[src/sv/deq_pkg.sv]
// Shared types and constants for the double-ended queue.
`timescale 1ns / 1ps

package deq_pkg;

  // Default number of ring entries.
  localparam int DEPTH_DEF = 16;

  // Fixed field widths.
  localparam int VALUE_W  = 32;
  localparam int CMD_W    = 3;
  localparam int STATUS_W = 2;
  localparam int COUNT_W  = 5;

  // Command codes carried with each input transaction.
  localparam logic [CMD_W-1:0] CMD_PUSH_FRONT = 3'd0;
  localparam logic [CMD_W-1:0] CMD_PUSH_BACK  = 3'd1;
  localparam logic [CMD_W-1:0] CMD_POP_FRONT  = 3'd2;
  localparam logic [CMD_W-1:0] CMD_POP_BACK   = 3'd3;
  localparam logic [CMD_W-1:0] CMD_DUMP       = 3'd4;

  // Result status codes.
  localparam logic [STATUS_W-1:0] ST_OK        = 2'd0;
  localparam logic [STATUS_W-1:0] ST_UNDERFLOW = 2'd1;
  localparam logic [STATUS_W-1:0] ST_FULL      = 2'd2;
  localparam logic [STATUS_W-1:0] ST_EMPTY     = 2'd3;

  // Commands from the controller to the datapath.
  typedef struct packed {
    logic                push_front;
    logic                push_back;
    logic                pop_front;
    logic                pop_back;
    logic                dump_start;
    logic                rd_dump;
    logic                load_imm;
    logic                load_rd;
    logic [STATUS_W-1:0] imm_status;
  } cmd_t;

  // Status from the datapath to the controller.
  typedef struct packed {
    logic empty;
    logic full;
    logic out_free;
    logic out_valid;
    logic rd_pend;
    logic rd_last;
    logic dump_more;
  } sts_t;

endpackage

[src/sv/deq_datapath.sv]
// Datapath of the double-ended queue: ring memory, pointers and result register.
`timescale 1ns / 1ps

module deq_datapath #(
  parameter int DEPTH = deq_pkg::DEPTH_DEF
) (
  input  logic                          clk,
  input  logic                          rst_n,
  input  deq_pkg::cmd_t                 cmd,
  output deq_pkg::sts_t                 sts,
  input  logic [deq_pkg::VALUE_W-1:0]   in_value,
  input  logic                          out_tready,
  output logic                          out_valid,
  output logic [deq_pkg::VALUE_W-1:0]   out_value,
  output logic [deq_pkg::STATUS_W-1:0]  out_status,
  output logic [deq_pkg::COUNT_W-1:0]   out_count,
  output logic                          out_last
);
  import deq_pkg::*;

  localparam int IW = $clog2(DEPTH);
  localparam int OW = $clog2(DEPTH + 1);
  localparam logic [OW-1:0] DEPTH_O     = OW'(DEPTH);
  localparam logic [OW-1:0] DEPTH_M1_O  = OW'(DEPTH - 1);
  localparam logic [OW:0]   DEPTH_S     = (OW + 1)'(DEPTH);
  localparam logic [IW-1:0] LAST_IDX    = IW'(DEPTH - 1);

  // Ring storage, one write or one read per cycle.
  logic [VALUE_W-1:0] mem [DEPTH];
  logic [VALUE_W-1:0] rd_data_r;

  logic [IW-1:0] front_r, front_nxt;
  logic [OW-1:0] occ_r, occ_nxt;
  logic [OW-1:0] idx_r, idx_nxt;
  logic          rd_pend_r, rd_pend_nxt;
  logic          rd_last_r, rd_last_nxt;

  logic                out_valid_r, out_valid_nxt;
  logic [VALUE_W-1:0]  out_value_r;
  logic [STATUS_W-1:0] out_status_r;
  logic [COUNT_W-1:0]  out_count_r;
  logic                out_last_r;

  logic [OW-1:0] offset;
  logic [OW:0]   addr_sum;
  logic [IW-1:0] addr;
  logic          wr_en, rd_en, load;

  assign wr_en = cmd.push_front | cmd.push_back;
  assign rd_en = cmd.pop_front | cmd.pop_back | cmd.rd_dump;
  assign load  = cmd.load_imm | cmd.load_rd;

  // Ring position: front plus an offset, wrapped once.
  always_comb begin
    offset = '0;
    if (cmd.push_front) begin
      offset = DEPTH_M1_O;
    end else if (cmd.push_back) begin
      offset = occ_r;
    end else if (cmd.pop_back) begin
      offset = occ_r - 1'b1;
    end else if (cmd.rd_dump) begin
      offset = idx_r;
    end
    addr_sum = (OW + 1)'(front_r) + (OW + 1)'(offset);
    if (addr_sum >= DEPTH_S) begin
      addr_sum = addr_sum - DEPTH_S;
    end
    addr = addr_sum[IW-1:0];
  end

  // Pointer, count and read tracking updates.
  always_comb begin
    front_nxt   = front_r;
    occ_nxt     = occ_r;
    idx_nxt     = idx_r;
    rd_pend_nxt = rd_pend_r;
    rd_last_nxt = rd_last_r;
    if (cmd.push_front) begin
      front_nxt = addr;
    end else if (cmd.pop_front) begin
      front_nxt = (front_r == LAST_IDX) ? '0 : front_r + 1'b1;
    end
    if (wr_en) begin
      occ_nxt = occ_r + 1'b1;
    end else if (cmd.pop_front | cmd.pop_back) begin
      occ_nxt = occ_r - 1'b1;
    end
    if (cmd.dump_start) begin
      idx_nxt = '0;
    end else if (cmd.rd_dump) begin
      idx_nxt = idx_r + 1'b1;
    end
    if (rd_en) begin
      rd_pend_nxt = 1'b1;
      rd_last_nxt = cmd.rd_dump ? (idx_r + 1'b1 == occ_r) : 1'b1;
    end else if (cmd.load_rd) begin
      rd_pend_nxt = 1'b0;
    end
    out_valid_nxt = load ? 1'b1 : (out_tready ? 1'b0 : out_valid_r);
  end

  // Memory port.
  always_ff @(posedge clk) begin
    if (wr_en) begin
      mem[addr] <= in_value;
    end
    if (rd_en) begin
      rd_data_r <= mem[addr];
    end
  end

  // Control registers.
  always_ff @(posedge clk) begin
    if (!rst_n) begin
      front_r     <= '0;
      occ_r       <= '0;
      idx_r       <= '0;
      rd_pend_r   <= 1'b0;
      rd_last_r   <= 1'b0;
      out_valid_r <= 1'b0;
    end else begin
      front_r     <= front_nxt;
      occ_r       <= occ_nxt;
      idx_r       <= idx_nxt;
      rd_pend_r   <= rd_pend_nxt;
      rd_last_r   <= rd_last_nxt;
      out_valid_r <= out_valid_nxt;
    end
  end

  // Result payload register.
  always_ff @(posedge clk) begin
    if (load) begin
      out_value_r  <= cmd.load_rd ? rd_data_r : '0;
      out_status_r <= cmd.load_rd ? ST_OK : cmd.imm_status;
      out_count_r  <= COUNT_W'(occ_nxt);
      out_last_r   <= cmd.load_rd ? rd_last_r : 1'b1;
    end
  end

  assign sts.empty     = (occ_r == '0);
  assign sts.full      = (occ_r == DEPTH_O);
  assign sts.out_free  = !out_valid_r || out_tready;
  assign sts.out_valid = out_valid_r;
  assign sts.rd_pend   = rd_pend_r;
  assign sts.rd_last   = rd_last_r;
  assign sts.dump_more = (idx_r != occ_r);

  assign out_valid  = out_valid_r;
  assign out_value  = out_value_r;
  assign out_status = out_status_r;
  assign out_count  = out_count_r;
  assign out_last   = out_last_r;

`ifndef SYNTHESIS
  // The entry count never exceeds the ring size.
  a_occ_range: assert property (@(posedge clk) disable iff (!rst_n)
    occ_r <= DEPTH_O)
    else $error("occupancy above depth");

  // A waiting result is never overwritten.
  a_no_overwrite: assert property (@(posedge clk) disable iff (!rst_n)
    (out_valid_r && !out_tready) |-> !load)
    else $error("result register overwritten while stalled");

  // A read result is only taken once a read has been issued.
  a_rd_before_load: assert property (@(posedge clk) disable iff (!rst_n)
    cmd.load_rd |-> rd_pend_r)
    else $error("read data consumed without a read");

  // A read is never started while unconsumed read data would be lost.
  a_rd_not_lost: assert property (@(posedge clk) disable iff (!rst_n)
    (rd_en && rd_pend_r) |-> cmd.load_rd)
    else $error("pending read data dropped");
`endif

endmodule

[src/sv/deq_ctrl.sv]
// Controller state machine of the double-ended queue.
`timescale 1ns / 1ps

module deq_ctrl (
  input  logic                        clk,
  input  logic                        rst_n,
  input  logic                        in_tvalid,
  output logic                        in_tready,
  input  logic [deq_pkg::CMD_W-1:0]   in_command,
  input  deq_pkg::sts_t               sts,
  output deq_pkg::cmd_t               cmd
);
  import deq_pkg::*;

  localparam logic [1:0] S_IDLE = 2'd0;
  localparam logic [1:0] S_POP  = 2'd1;
  localparam logic [1:0] S_DUMP = 2'd2;

  logic [1:0] state_r, state_nxt;
  logic       accept;

  assign in_tready = (state_r == S_IDLE) && sts.out_free;
  assign accept    = in_tvalid && in_tready;

  // Command decode and sequencing.
  always_comb begin
    state_nxt = state_r;
    cmd       = '0;
    unique case (state_r)
      S_IDLE: begin
        if (accept) begin
          unique case (in_command) inside
            CMD_PUSH_FRONT, CMD_PUSH_BACK: begin
              cmd.load_imm = 1'b1;
              if (sts.full) begin
                cmd.imm_status = ST_FULL;
              end else begin
                cmd.imm_status = ST_OK;
                cmd.push_front = (in_command == CMD_PUSH_FRONT);
                cmd.push_back  = (in_command == CMD_PUSH_BACK);
              end
            end
            CMD_POP_FRONT, CMD_POP_BACK: begin
              if (sts.empty) begin
                cmd.load_imm   = 1'b1;
                cmd.imm_status = ST_UNDERFLOW;
              end else begin
                cmd.pop_front = (in_command == CMD_POP_FRONT);
                cmd.pop_back  = (in_command == CMD_POP_BACK);
                state_nxt     = S_POP;
              end
            end
            CMD_DUMP: begin
              if (sts.empty) begin
                cmd.load_imm   = 1'b1;
                cmd.imm_status = ST_EMPTY;
              end else begin
                cmd.dump_start = 1'b1;
                state_nxt      = S_DUMP;
              end
            end
            default: begin
              state_nxt = S_IDLE;
            end
          endcase
        end
      end
      S_POP: begin
        // The output register is empty here, so the popped value goes straight in.
        cmd.load_rd = 1'b1;
        state_nxt   = S_IDLE;
      end
      S_DUMP: begin
        // Keep one read in flight and hand it to the output as it frees up.
        cmd.load_rd = sts.rd_pend && sts.out_free;
        cmd.rd_dump = sts.dump_more && (!sts.rd_pend || cmd.load_rd);
        if (cmd.load_rd && sts.rd_last) begin
          state_nxt = S_IDLE;
        end
      end
      default: begin
        state_nxt = S_IDLE;
      end
    endcase
  end

  always_ff @(posedge clk) begin
    if (!rst_n) begin
      state_r <= S_IDLE;
    end else begin
      state_r <= state_nxt;
    end
  end

`ifndef SYNTHESIS
  // In the pop state the output register is always empty.
  a_pop_out_free: assert property (@(posedge clk) disable iff (!rst_n)
    (state_r == S_POP) |-> !sts.out_valid)
    else $error("pop result blocked by a waiting result");

  // A successful pop is followed directly by its result load.
  a_pop_then_load: assert property (@(posedge clk) disable iff (!rst_n)
    (cmd.pop_front || cmd.pop_back) |=> cmd.load_rd)
    else $error("pop result not loaded");

  // Dump reads are only issued while entries remain.
  a_dump_bound: assert property (@(posedge clk) disable iff (!rst_n)
    cmd.rd_dump |-> (sts.dump_more && state_r == S_DUMP))
    else $error("dump read past the last entry");
`endif

endmodule

[src/sv/double_ended_queue.sv]
// Top level of the bounded double-ended queue of signed 32-bit values.
//
// Usage: each input transaction carries a command in in_tuser (push front,
// push back, pop front, pop back, dump) and a value in in_tdata, used by
// pushes only. Every command except an unused code gives one or more result
// transactions on the out_ channel; out_tlast marks the final one.
// A push or an error result is registered and appears in the cycle after the
// input transaction. A pop reads the ring memory into a read register and then
// loads the result register; the next command can be accepted only after the
// pop has loaded its result. A dump streams the held entries from front to
// back through the same read register, one per cycle while the receiver
// takes them; input stays blocked until the last entry has been loaded.
// Pushes and error replies sustain one command per cycle while the receiver
// takes each result; the registered memory read sets the pop and dump timing.
// Reset clears the pointers and count, leaving the queue empty; the ring
// contents are not cleared and there is no clearing pass.
// When the receiver stalls, the result register holds its transaction and
// in_tready drops until it is taken, so no result is lost.
`timescale 1ns / 1ps

module double_ended_queue #(
  parameter int DEPTH = deq_pkg::DEPTH_DEF
) (
  input  logic        clk,
  input  logic        rst_n,
  input  logic        in_tvalid,
  output logic        in_tready,
  input  logic [31:0] in_tdata,   // value[31:0]
  input  logic [2:0]  in_tuser,   // command[2:0]
  output logic        out_tvalid,
  input  logic        out_tready,
  output logic [39:0] out_tdata,  // value_res[31:0], entry_count[36:32], zero fill
  output logic [1:0]  out_tuser,  // status[1:0]
  output logic        out_tlast   // last
);
  import deq_pkg::*;

  cmd_t                cmd;
  sts_t                sts;
  logic [VALUE_W-1:0]  out_value;
  logic [STATUS_W-1:0] out_status;
  logic [COUNT_W-1:0]  out_count;

  deq_ctrl u_ctrl (
    .clk        (clk),
    .rst_n      (rst_n),
    .in_tvalid  (in_tvalid),
    .in_tready  (in_tready),
    .in_command (in_tuser),
    .sts        (sts),
    .cmd        (cmd)
  );

  deq_datapath #(
    .DEPTH (DEPTH)
  ) u_datapath (
    .clk        (clk),
    .rst_n      (rst_n),
    .cmd        (cmd),
    .sts        (sts),
    .in_value   (in_tdata),
    .out_tready (out_tready),
    .out_valid  (out_tvalid),
    .out_value  (out_value),
    .out_status (out_status),
    .out_count  (out_count),
    .out_last   (out_tlast)
  );

  // Pack the result fields onto the stream.
  assign out_tdata = {3'b000, out_count, out_value};
  assign out_tuser = out_status;

endmodule
[config.mk]
export PLATFORM = sky130hd
export DESIGN_NAME = double_ended_queue
export DESIGN_NICKNAME = d
export VERILOG_FILES = /design/src/sv/deq_pkg.sv /design/src/sv/deq_datapath.sv /design/src/sv/deq_ctrl.sv /design/src/sv/double_ended_queue.sv
export SDC_FILE = /design/constraint.sdc
export NUM_CORES = 1
export LEC_CHECK = 0
export BUFFER_PORTS_ARGS = -buffer_cell sky130_fd_sc_hd__buf_2
export CAP_MARGIN = 10
export CORE_ASPECT_RATIO = 1.2
export CORE_UTILIZATION = 40
export DETAILED_ROUTE_END_ITERATION = 10
export SKIP_CTS_REPAIR_TIMING = 1
export SLEW_MARGIN = 20
export SYNTH_ARGS = -nofsm -noshare
export SYNTH_HDL_FRONTEND = slang
export SYNTH_SLANG_ARGS = --single-unit
[constraint.sdc]
create_clock -name clk -period 7.1 [get_ports clk]
set_input_delay 1.42 -clock clk [delete_from_list [all_inputs] [get_ports clk]]
set_output_delay 1.42 -clock clk [all_outputs]
set_load 0.005 [all_outputs]
**Word level (Yosys, flattened, before mapping)**

Memories as Yosys holds them, arrays and structs flattened. A register that Yosys moved wholly into a read port is not among the register bits.
Cells that the tools add are included.

- Flip-flop bits (word level): 59
- Bits in writable memories: 512
- Memories: 1

- Add/sub/neg operators: 6
- Order comparisons: 1
- Equality and inequality tests: 15
- Mux-type cells: 41
- Bitwise operators: 7
- Reduce and logical (&&, ||, !) cells: 21

Memories:

| memory | depth | width | read ports | clocked after Yosys merged registers in | wr ports | RTL line | text |
|---|---|---|---|---|---|---|---|
| u_datapath.mem | 16 | 32 | 1 | 1 | 1 | deq_datapath.sv:29 | `logic [VALUE_W-1:0] mem [DEPTH];` |

Operators with widths:

| kind | number |
|---|---|
| 5-bit 2-to-1 mux | 8 |
| 2-bit 2-to-1 mux | 10 |
| 4-bit 2-to-1 mux | 4 |
| 1-bit 2-to-1 mux | 14 |
| 2-bit case mux with 3 select lines | 2 |
| 5-bit by 1-bit adder with 5-bit output, second input constant | 2 |
| 4-bit by 5-bit adder with 6-bit output | 1 |
| 3-bit by 2-bit equality test with 1-bit output, second input constant | 2 |
| 6-bit by 5-bit greater-or-equal comparator with 1-bit output, second input constant | 1 |
| 3-bit != test, second input constant | 2 |
| 2-bit nonzero test | 3 |
| 2-bit OR reduction | 3 |
| 3-bit OR reduction | 2 |
| 5-bit equality test | 1 |
| 5-bit equality test, second input constant | 1 |
| 1-bit logical AND | 5 |
| 5-bit logical NOT | 1 |
| 5-bit != test | 1 |
| 5-bit AND reduction | 1 |
| 5-bit by 1-bit subtractor with 5-bit output, second input constant | 1 |
| 4-bit by 1-bit adder with 4-bit output, second input constant | 1 |
| 4-bit equality test, second input constant | 1 |
| 2-bit by 1-bit != test with 1-bit output, second input constant | 2 |
| 1-bit OR | 4 |
| 13 further kinds | 18 |

**Logic depth before layout (Yosys ltp)**

Gate-level depths: netlist of run 1.

- Word-level depth: 14
- Mapped depth: 19
- Gate-level depth less buffers: 15

**Hierarchy**

Synthesis of run 1 repeated with hierarchy kept, for this count alone.

- Cells, all modules: 1121
- Area total of the unflattened synthesis: 23585.1 µm²

By module, submodules not included:

| module | times used | cells an instance | area an instance (µm²) | sequential area each (µm²) |
|---|---|---|---|---|
| deq_datapath | 1 | 1071 | 23229.8 | 17877.1 |
| deq_ctrl | 1 | 46 | 329.1 | 40.0 |
| double_ended_queue | 1 | 4 | 26.3 | 0.0 |

**Least setup slack after synthesis of run 1**

No wires, ideal clock.

- Path kind: input port to flip-flop
- Start: in in_tuser[2]
- End: mem u_datapath.mem[14][0], enable pin
- Setup time: 502 ps
- Data arrival time: 6941 ps
- Path slack: -343 ps
- Stages: 13
- Path buffers: 3
- Cell sequence: nor2_1 or4b_1 buf_2 o21ai_0 a32oi_1 ha_1 nand3_1 and3_1 or2_2 clkbuf_1 buf_2 xnor2_2 nor4_1

- Cells in the longest elaborated chain, start to end: 11
- Elaborated cells between the ends (all ways): 22

Ends and longest elaborated chain:

| element | RTL line | text |
|---|---|---|
| start: declaration | double_ended_queue.sv:29 | `input logic [2:0] in_tuser,` |
| 3-bit by 2-bit equality test with 1-bit output, on equally long branches | -- |  |
| 2-bit 2-to-1 mux or 2-bit OR reduction (tied branches) | deq_ctrl.sv:44, deq_ctrl.sv:32 |  |
| 2-bit 2-to-1 mux | deq_ctrl.sv:32 | `unique case (in_command) inside` |
| 5-bit 2-to-1 mux * | deq_ctrl.sv:31 | `if (accept) begin` |
| 5-bit 2-to-1 mux * | deq_ctrl.sv:29 | `unique case (state_r)` |
| 5-bit 2-to-1 mux | deq_datapath.sv:60 | `end else if (cmd.pop_back) begin` |
| 5-bit 2-to-1 mux | deq_datapath.sv:58 | `end else if (cmd.push_back) begin` |
| 5-bit 2-to-1 mux | deq_datapath.sv:56 | `if (cmd.push_front) begin` |
| 4-bit by 5-bit adder with 6-bit output | deq_datapath.sv:65 | `addr_sum = (OW + 1)'(front_r) + (OW + 1)'(offset);` |
| 6-bit by 5-bit greater-or-equal comparator with 1-bit output or 4-bit by 1-bit subtractor with 4-bit output (tied branches) | deq_datapath.sv:66, deq_datapath.sv:67 |  |
| 4-bit 2-to-1 mux | deq_datapath.sv:66 | `if (addr_sum >= DEPTH_S) begin` |
| end: declaration | deq_datapath.sv:29 |  |

Every way passes the cells marked *; elsewhere a longest branch is shown, timed or not.

**Worst setup path after layout of run 1**

- Start: in in_tuser[2]
- End: reg u_datapath.rd_data_r[17], read port of u_datapath.mem, data pin

- Cells in the longest elaborated chain, start to end: 11
- Elaborated cells between the ends (all ways): 21

Ends and longest elaborated chain:

| element | RTL line | text |
|---|---|---|
| 3-bit by 2-bit equality test with 1-bit output, on equally long branches | deq_ctrl.sv:49, deq_ctrl.sv:48 |  |
| 2-bit 2-to-1 mux or 2-bit OR reduction (tied branches) | deq_ctrl.sv:44, deq_ctrl.sv:32 |  |
| 2-bit 2-to-1 mux | deq_ctrl.sv:32 |  |
| 5-bit 2-to-1 mux * | deq_ctrl.sv:31 |  |
| 5-bit 2-to-1 mux * | deq_ctrl.sv:29 |  |
| 5-bit 2-to-1 mux | deq_datapath.sv:60 |  |
| 5-bit 2-to-1 mux | deq_datapath.sv:58 |  |
| 5-bit 2-to-1 mux | deq_datapath.sv:56 |  |
| 4-bit by 5-bit adder with 6-bit output | deq_datapath.sv:65 |  |
| 6-bit by 5-bit greater-or-equal comparator with 1-bit output or 4-bit by 1-bit subtractor with 4-bit output (tied branches) | deq_datapath.sv:66, deq_datapath.sv:67 |  |
| 4-bit 2-to-1 mux | deq_datapath.sv:66 |  |
| end: declaration | deq_datapath.sv:30 | `logic [VALUE_W-1:0] rd_data_r;` |

Marked as above.
A chain may end at the register's enable or synchronous reset.

==> flow_metrics.py, run 1 <==
metrics = {
    "critical_path": {
        "crit_buf_inv": 3,
        "crit_chain": "buf_2 > nor2_1 > or4b_1 > a32oi_1 > inv_1 > fa_4 > buf_12 > mux4_2 > mux4_2 > o211a_1",
        "crit_type": "primary input to flip-flop",
        "crit_start": "in_tuser[2]",
        "cp-end-kind": "flip-flop",
        "cp_common_cell": "mux4_2",
        "slowest_stage": "fa_4",
        "required_ns": 7.47,
        "cpPeakStageDelay_ns": 1.38,
        "path_delay_family": "adder cells",
        "rr_startpoint": "u_datapath.occ_r[0]",
        "worstPathMaxFanout": 51,
        "cp.arrival_ns": 5.87,
        "cp-start-kind": "primary input",
    },
    "die": {
        "core-area_um2": 62310,
        "io_pins": 84,
        "die_area_um2": 64280,
        "die_w_um": 231.6,
        "floorplan.die.height_um": 277.5,
        "core.rowCount": 100,
        "start_util_pct": 40.61,
    },
    "finish": {
        "utilization_pct": 46.30,
        "drive_gt1_share_pct": 28.12,
        "area_growth_pct": 14.01,
        "fin_cells": 2275,
        "fin_area_um2": 28850,
        "nets": 1464,
    },
    "logic_synthesis": {
        "netlist_top_cells_count": "edfxtp_1, mux4_2, o32ai_1",
        "syn_area_um2": 25310,
        "synth.largest_area_cell": "edfxtp_1",
        "synth_edf_count": 584,
        "async_flop_share_pct": 0,
        "syn_inst": 1325,
        "yosysUniqueCellTypes": 62,
        "yosys.cell_count.top_type": "edfxtp_1",
        "synth_ff_type": "edfxtp_1",
        "ys_ff_latch": 603,
        "avgSynthCellArea_um2": 19.10,
        "yosys.area.top_type_share_pct": 69.30,
        "ys_warn_count": 0,
        "ys_top_cells_by_area": "edfxtp_1, mux4_2, o32ai_1",
        "synth_seq_area_share_pct": 70.80,
    },
    "routing": {
        "wire_per_inst_um": 27.06,
        "vias": 13747,
        "viasPerCell": 6.043,
        "drcViolationCount": 0,
        "final_antenna_net_count": 0,
        "dr.pass1.iters": 5,
        "drt-initial-drc-count": 1519,
        "drt-total-wl_um": 61570,
    },
    "run_status": {
        "status": "completed",
    },
    "cts": {
        "cts-buffers-inserted": 57,
        "clkTransAtPathRegs_ns": 0.06,
        "cts_buffer_depth": 3,
        "cts.sink_count": 603,
        "cts_tree": "yes",
        "cts-root-buf": "clkbuf_16",
        "clock_latency_ns": 0.62,
        "htree_levels": 2,
    },
    "grt": {
        "overflow": 0,
        "grt_pass1_wl_um": 91450,
        "grt.total_usage_pct": 19.21,
        "top_usage_layer": "met2",
        "grt_pass1_vias": 14280,
        "antenna_found_initial": 5,
        "grtUsageMet3_pct": 3.289,
        "grtUsageMet2_pct": 33.37,
        "grt_max_degree": 96,
        "grtUsageMet1_pct": 24.35,
    },
    "timing": {
        "fin_skew_ns": 0.02834,
        "rsz0062_at_grt": "false",
        "tns_ns": 0,
        "fin_crit_sh_pct": 77.54,
        "timing.fmax_ghz": 0.1816,
        "setup_viol": 0,
        "hold_viol": 0,
        "drv_slew": 0,
        "fin_ws_ns": 1.594,
        "max_slew.worst_pin.slew_ns": 1.106,
        "max_slew_margin_pct": 26.30,
        "fin_crit_ns": 5.506,
    },
    "placement": {
        "hpwl_um": 33670,
        "pre_cts_ws_ns": 0.9851,
        "placed_area_um2": 26930,
        "io_buffers": 80,
        "dp_cells": 2170,
        "place_congestion": 0.7732,
    },
    "min_path": {
        "hp-class": "flip-flop to flip-flop",
        "min_from": "u_datapath.rd_data_r[28]",
    },
    "power": {
        "p_leak_nw": 9.162,
        "irDropWorstVdd_mv": 0.1992,
        "p_per_area_nw_per_um2": 284.7,
    },
    "run": {
        "max_cap_violations": 0,
    },
}
## placed cells by master, fill, tap and decap left out, types with 18 or more instances in the layout
cell type | Yosys | layout
and2_1 | 41 | 41
buf_2 | 25 | 80
buf_4 | 7 | 38
clkbuf_16 | 0 | 58
dfxtp_1 | 19 | 19
edfxtp_1 | 584 | 584
mux4_2 | 160 | 160
nand2_1 | 20 | 20
nor2_1 | 27 | 18
o211a_1 | 33 | 33
o21ai_0 | 35 | 35
o21ai_1 | 36 | 36
o221ai_1 | 33 | 33
o22ai_1 | 35 | 35
o32ai_1 | 64 | 64
## where the power goes
| group | leakage, nW | internal [mW] | switching, mW |
|---|---|---|---|
| Clock | 0.920 | 1.83 | 1.32 |
| Combinational | 2.80 | 0.483 | 0.584 |
| Sequential | 5.44 | 3.98 | 0.0223 |
| Total | 9.16 | 6.29 | 1.93 |
## layout make-up
class | instances | area [um^2]
fillers | 5245 | 33460
flip-flops and latches | 603 | 17920
well taps | 816 | 1021
inverters | 8 | 30.03
clock buffers | 70 | 1496
repair buffers | 128 | 885.9
clock inverters | 34 | 421.7
diodes | 1 | 2.502
multi-input cells | 615 | 7077
## through the flow
step / hold slack, ns / power, mW
after CTS: 0.5176 / 8.283
final: 0.5184 / 8.214
after global placement: 0.5029 / 5.123
after global routing: 0.5279 / 8.467
after detailed placement: 0.5049 / 5.150
after floorplan: 0.4967 / 4.841
## sequential cells by signal (all words and copies together), names as in the netlist, 2 cells and up
| name | cells |
|---|---|
| u_datapath.mem | 512 |
| u_datapath.occ_r | 5 |
| u_datapath.idx_r | 5 |
| u_ctrl.state_r | 2 |
| u_datapath.out_value | 32 |
| u_datapath.front_r | 4 |
| u_datapath.rd_data_r | 32 |
| u_datapath.out_count | 5 |
| u_datapath.out_status | 2 |
## layer usage
metal  wire length [um]  part of all wire, %
met1              24290                   39
met2              31530                   51
met3               4155                  6.7
met4               1573                  2.6
met5                 21                0.034
## final timing paths
path | slack [ns] | end | depth (start not counted)
setup / recovery | 1.59 | u_datapath.rd_data_r[17] | 10
hold / removal | 0.52 | u_datapath.out_value[28] | 1
setup reg to reg | 1.69 | u_datapath.rd_data_r[17] | 12
hold reg to reg | 0.52 | u_datapath.out_value[28] | 1
## worst reg2reg max path: stages (launching register included)
cell and delay (ns):
dfxtp_1 0.37, inv_1 0.15, ha_1 0.20, nor4bb_2 0.53, or4b_1 0.54, o21ai_0 0.16
a32oi_1 0.23, inv_1 0.09, fa_4 1.38, buf_12 0.38, mux4_2 0.43, mux4_2 0.48
o211a_1 0.23
## cell families (layout without fill, tap and decap cells)
group | Yosys count | in the layout | share of synthesized area, %
xor gates and xnor gates | 22 | 22 | 0.8208
AOI/OAI and AO/OA | 272 | 272 | 8.054
other | 1 | 4 | 0.01482
and+or+nand+nor | 141 | 141 | 3.115
muxes | 165 | 165 | 14.44
adders and majority gates | 12 | 12 | 0.6230
DFF | 603 | 603 | 70.80
buffers and inverters | 109 | 240 | 2.126
Power figures use the tool's default switching activity.
==> run 2: changes to the inputs <==
--- a/config.mk
+++ b/config.mk
@@ -5,6 +5,7 @@
 export SDC_FILE = /design/constraint.sdc
 export NUM_CORES = 1
 export LEC_CHECK = 0
+export ABC_AREA = 1
 export BUFFER_PORTS_ARGS = -buffer_cell sky130_fd_sc_hd__buf_2
 export CAP_MARGIN = 10
 export CORE_ASPECT_RATIO = 1.2
==> constraint.sdc (replaced) <==
create_clock -name clk -period 5.18 [get_ports clk]
set_input_delay 1.036 -clock clk [delete_from_list [all_inputs] [get_ports clk]]
set_output_delay 1.036 -clock clk [all_outputs]
set_load 0.005 [all_outputs]
==> flow_metrics.py, run 2 <==
metrics = {
    "critical_path": {
        "crit_start": "u_datapath.occ_r[0]",
        "cp-start-kind": "flip-flop",
        "rr_startpoint": "u_datapath.occ_r[0]",
        "required_ns": 5.44,
        "worstPathMaxFanout": 40,
        "rrSetupSlack_ns": 0.70,
        "crit_type": "flip-flop to flip-flop",
        "cp-end-kind": "flip-flop",
        "r2r_cells": 16,
        "r2r-end": "u_datapath.mem[2][18]",
        "cp.arrival_ns": 4.75,
    },
    "timing": {
        "fin_skew_ns": 0.03586,
        "whs_ns": 0.5159,
        "timing.fmax_ghz": 0.2231,
        "hold_viol": 0,
        "max_slew.worst_pin.slew_ns": 1.043,
        "tns_ns": 0,
        "rsz0062_at_grt": "false",
        "fin_crit_ns": 4.481,
        "setup_viol": 0,
        "max_slew_margin_pct": 30.19,
        "fin_crit_sh_pct": 86.51,
        "drv_slew": 0,
    },
    "logic_synthesis": {
        "synth_seq_area_share_pct": 75.89,
        "netlist_top_cells_count": "edfxtp_1, nand2_1, a22oi_1",
        "ys_warn_count": 0,
        "yosysUniqueCellTypes": 42,
        "synth_top_family_by_area": "compound AO/OA/AOI/OAI gates",
        "async_flop_share_pct": 0,
        "synth_edf_count": 584,
        "synthAdderAreaFrac_pct": 0.6678,
        "synthSimpleGateAreaFrac_pct": 8.522,
        "ys_ff_latch": 603,
        "syn_area_um2": 23610,
        "muxShareOfSynthArea_pct": 0,
        "synth_xor_area_share_pct": 0.5247,
        "synth_compound_gate_area_share_pct": 10.89,
        "synth_ff_type": "edfxtp_1",
        "yosys.cell_count.top_type": "edfxtp_1",
        "avgSynthCellArea_um2": 14.32,
        "synth.largest_area_cell": "edfxtp_1",
        "ys_top_cells_by_area": "edfxtp_1, a22oi_1, nand2_1",
        "syn_inst": 1649,
        "yosys.area.top_type_share_pct": 74.28,
    },
    "cts": {
        "cts_buffer_depth": 3,
        "clock_latency_ns": 0.64,
        "cts.sink_count": 603,
        "htree_levels": 2,
        "cts-buffers-inserted": 58,
        "clkTransAtPathRegs_ns": 0.06,
        "cts_tree": "yes",
        "cts-root-buf": "clkbuf_16",
    },
    "finish": {
        "nets": 1812,
        "largest_register_ffs": 512,
        "area_growth_pct": 15.97,
        "regArea_um2": 17920,
        "multi_input_area_um2": 5016,
        "fin_area_um2": 27380,
        "final_cell_mix": "edfxtp_1, nand2_1, a22oi_1",
        "utilization_pct": 46.90,
        "drive_gt1_share_pct": 16.18,
        "layout_commonest_cell": "edfxtp_1",
        "fillers": 5044,
        "diodes": 0,
        "regMostFlops": "u_datapath.mem",
    },
    "die": {
        "core-area_um2": 58380,
        "io_pins": 84,
        "die_area_um2": 60000,
        "floorplan.die.height_um": 268.1,
        "start_util_pct": 40.44,
        "die_w_um": 223.8,
        "core.rowCount": 97,
    },
    "power": {
        "p_leak_nw": 9.520,
        "p_per_area_nw_per_um2": 433.2,
        "irDropWorstVdd_mv": 0.2391,
    },
    "routing": {
        "drt-total-wl_um": 58770,
        "final_antenna_net_count": 0,
        "dr.pass1.iters": 6,
        "wire_per_inst_um": 22.58,
        "viasPerCell": 5.438,
        "drt-initial-drc-count": 1417,
        "drcViolationCount": 0,
        "vias": 14156,
    },
    "placement": {
        "io_buffers": 80,
        "placed_area_um2": 25320,
        "hpwl_um": 35590,
        "place_congestion": 0.8831,
    },
    "grt": {
        "grt_max_degree": 63,
        "overflow": 0,
        "grt_pass1_wl_um": 88550,
        "antenna_found_initial": 1,
        "grt_pass1_vias": 14051,
        "grt.total_usage_pct": 19.70,
    },
    "min_path": {
        "hold_path_end": "u_ctrl.state_r[1]",
        "min_from": "u_ctrl.state_r[1]",
        "min_path_cells": 2,
        "hp-class": "flip-flop to flip-flop",
    },
    "run": {
        "max_cap_violations": 0,
    },
    "run_status": {
        "status": "completed",
    },
}
## run 2: cells by family after synthesis
kind of cell | count (synthesis)
buffers and inverters | 177
other | 1
AND/OR/NAND/NOR | 452
XOR/XNOR | 12
flip-flops | 603
AO/OA/AOI/OAI | 392
adder cells (fa/ha/maj) | 12
## run 2: final cells by class
cell class / instances / area share, %
repair buffers: 142 / 3.939
well taps: 792 / 3.619
clock inverters: 47 / 2.139
flip-flops and latches: 603 / 65.44
inverters: 85 / 1.174
clock buffers: 63 / 5.369
multi-input cells: 871 / 18.32
## run 2: how the worst max path moves through the flow
stage	to	slack [ns]	depth (start not counted)
detailed placement	u_datapath.mem[2][25]	0.23	16
global route	u_datapath.mem[2][29]	0.45	16
finish	u_datapath.mem[2][18]	0.70	16
global placement	u_datapath.mem[2][1]	0.35	16
floorplan	u_datapath.mem[11][0]	0.03	15
CTS	u_datapath.mem[2][29]	0.69	16
## run 2: worst max-delay path: stages, from the launching register on
cell	delay, ns
dfxtp_1	0.42
inv_1	0.16
ha_1	0.27
nand3_2	0.11
nand3_1	0.10
nor2_2	0.25
inv_1	0.13
o211ai_1	0.22
ha_1	0.21
inv_1	0.06
fa_1	0.64
buf_4	0.23
nor2_4	0.18
buf_12	0.25
nand2_1	0.29
nor2_4	0.20
buf_4	0.40
## run 2: where the power goes
part           leakage [nW]  internal [mW]  switching (mW)
combinational          3.11          0.547            1.12
clock                 0.977           2.70            1.83
sequential             5.43           5.60          0.0611
total                  9.52           8.85            3.01
## run 2: metrics by stage
step	total power, mW	setup slack (ns)	instances
after floorplan	6.747	0.02569	1651
after global placement	7.419	0.3538	2493
after detailed placement	7.436	0.2319	2493
after CTS	11.94	0.6880	2603
after global routing	12.30	0.4503	2603
final	11.86	0.6985	2603
## run 2: per-layer routing
| metal | GRT usage, % | vias up | share of wire, % |
|---|---|---|---|
| li1 | - | 6443 | - |
| met1 | 26.12 | 7091 | 42 |
| met2 | 33.68 | 541 | 50 |
| met3 | 3.193 | 79 | 6.4 |
| met4 | 5.239 | 2 | 1.9 |
| met5 | 0 | - | 0.022 |
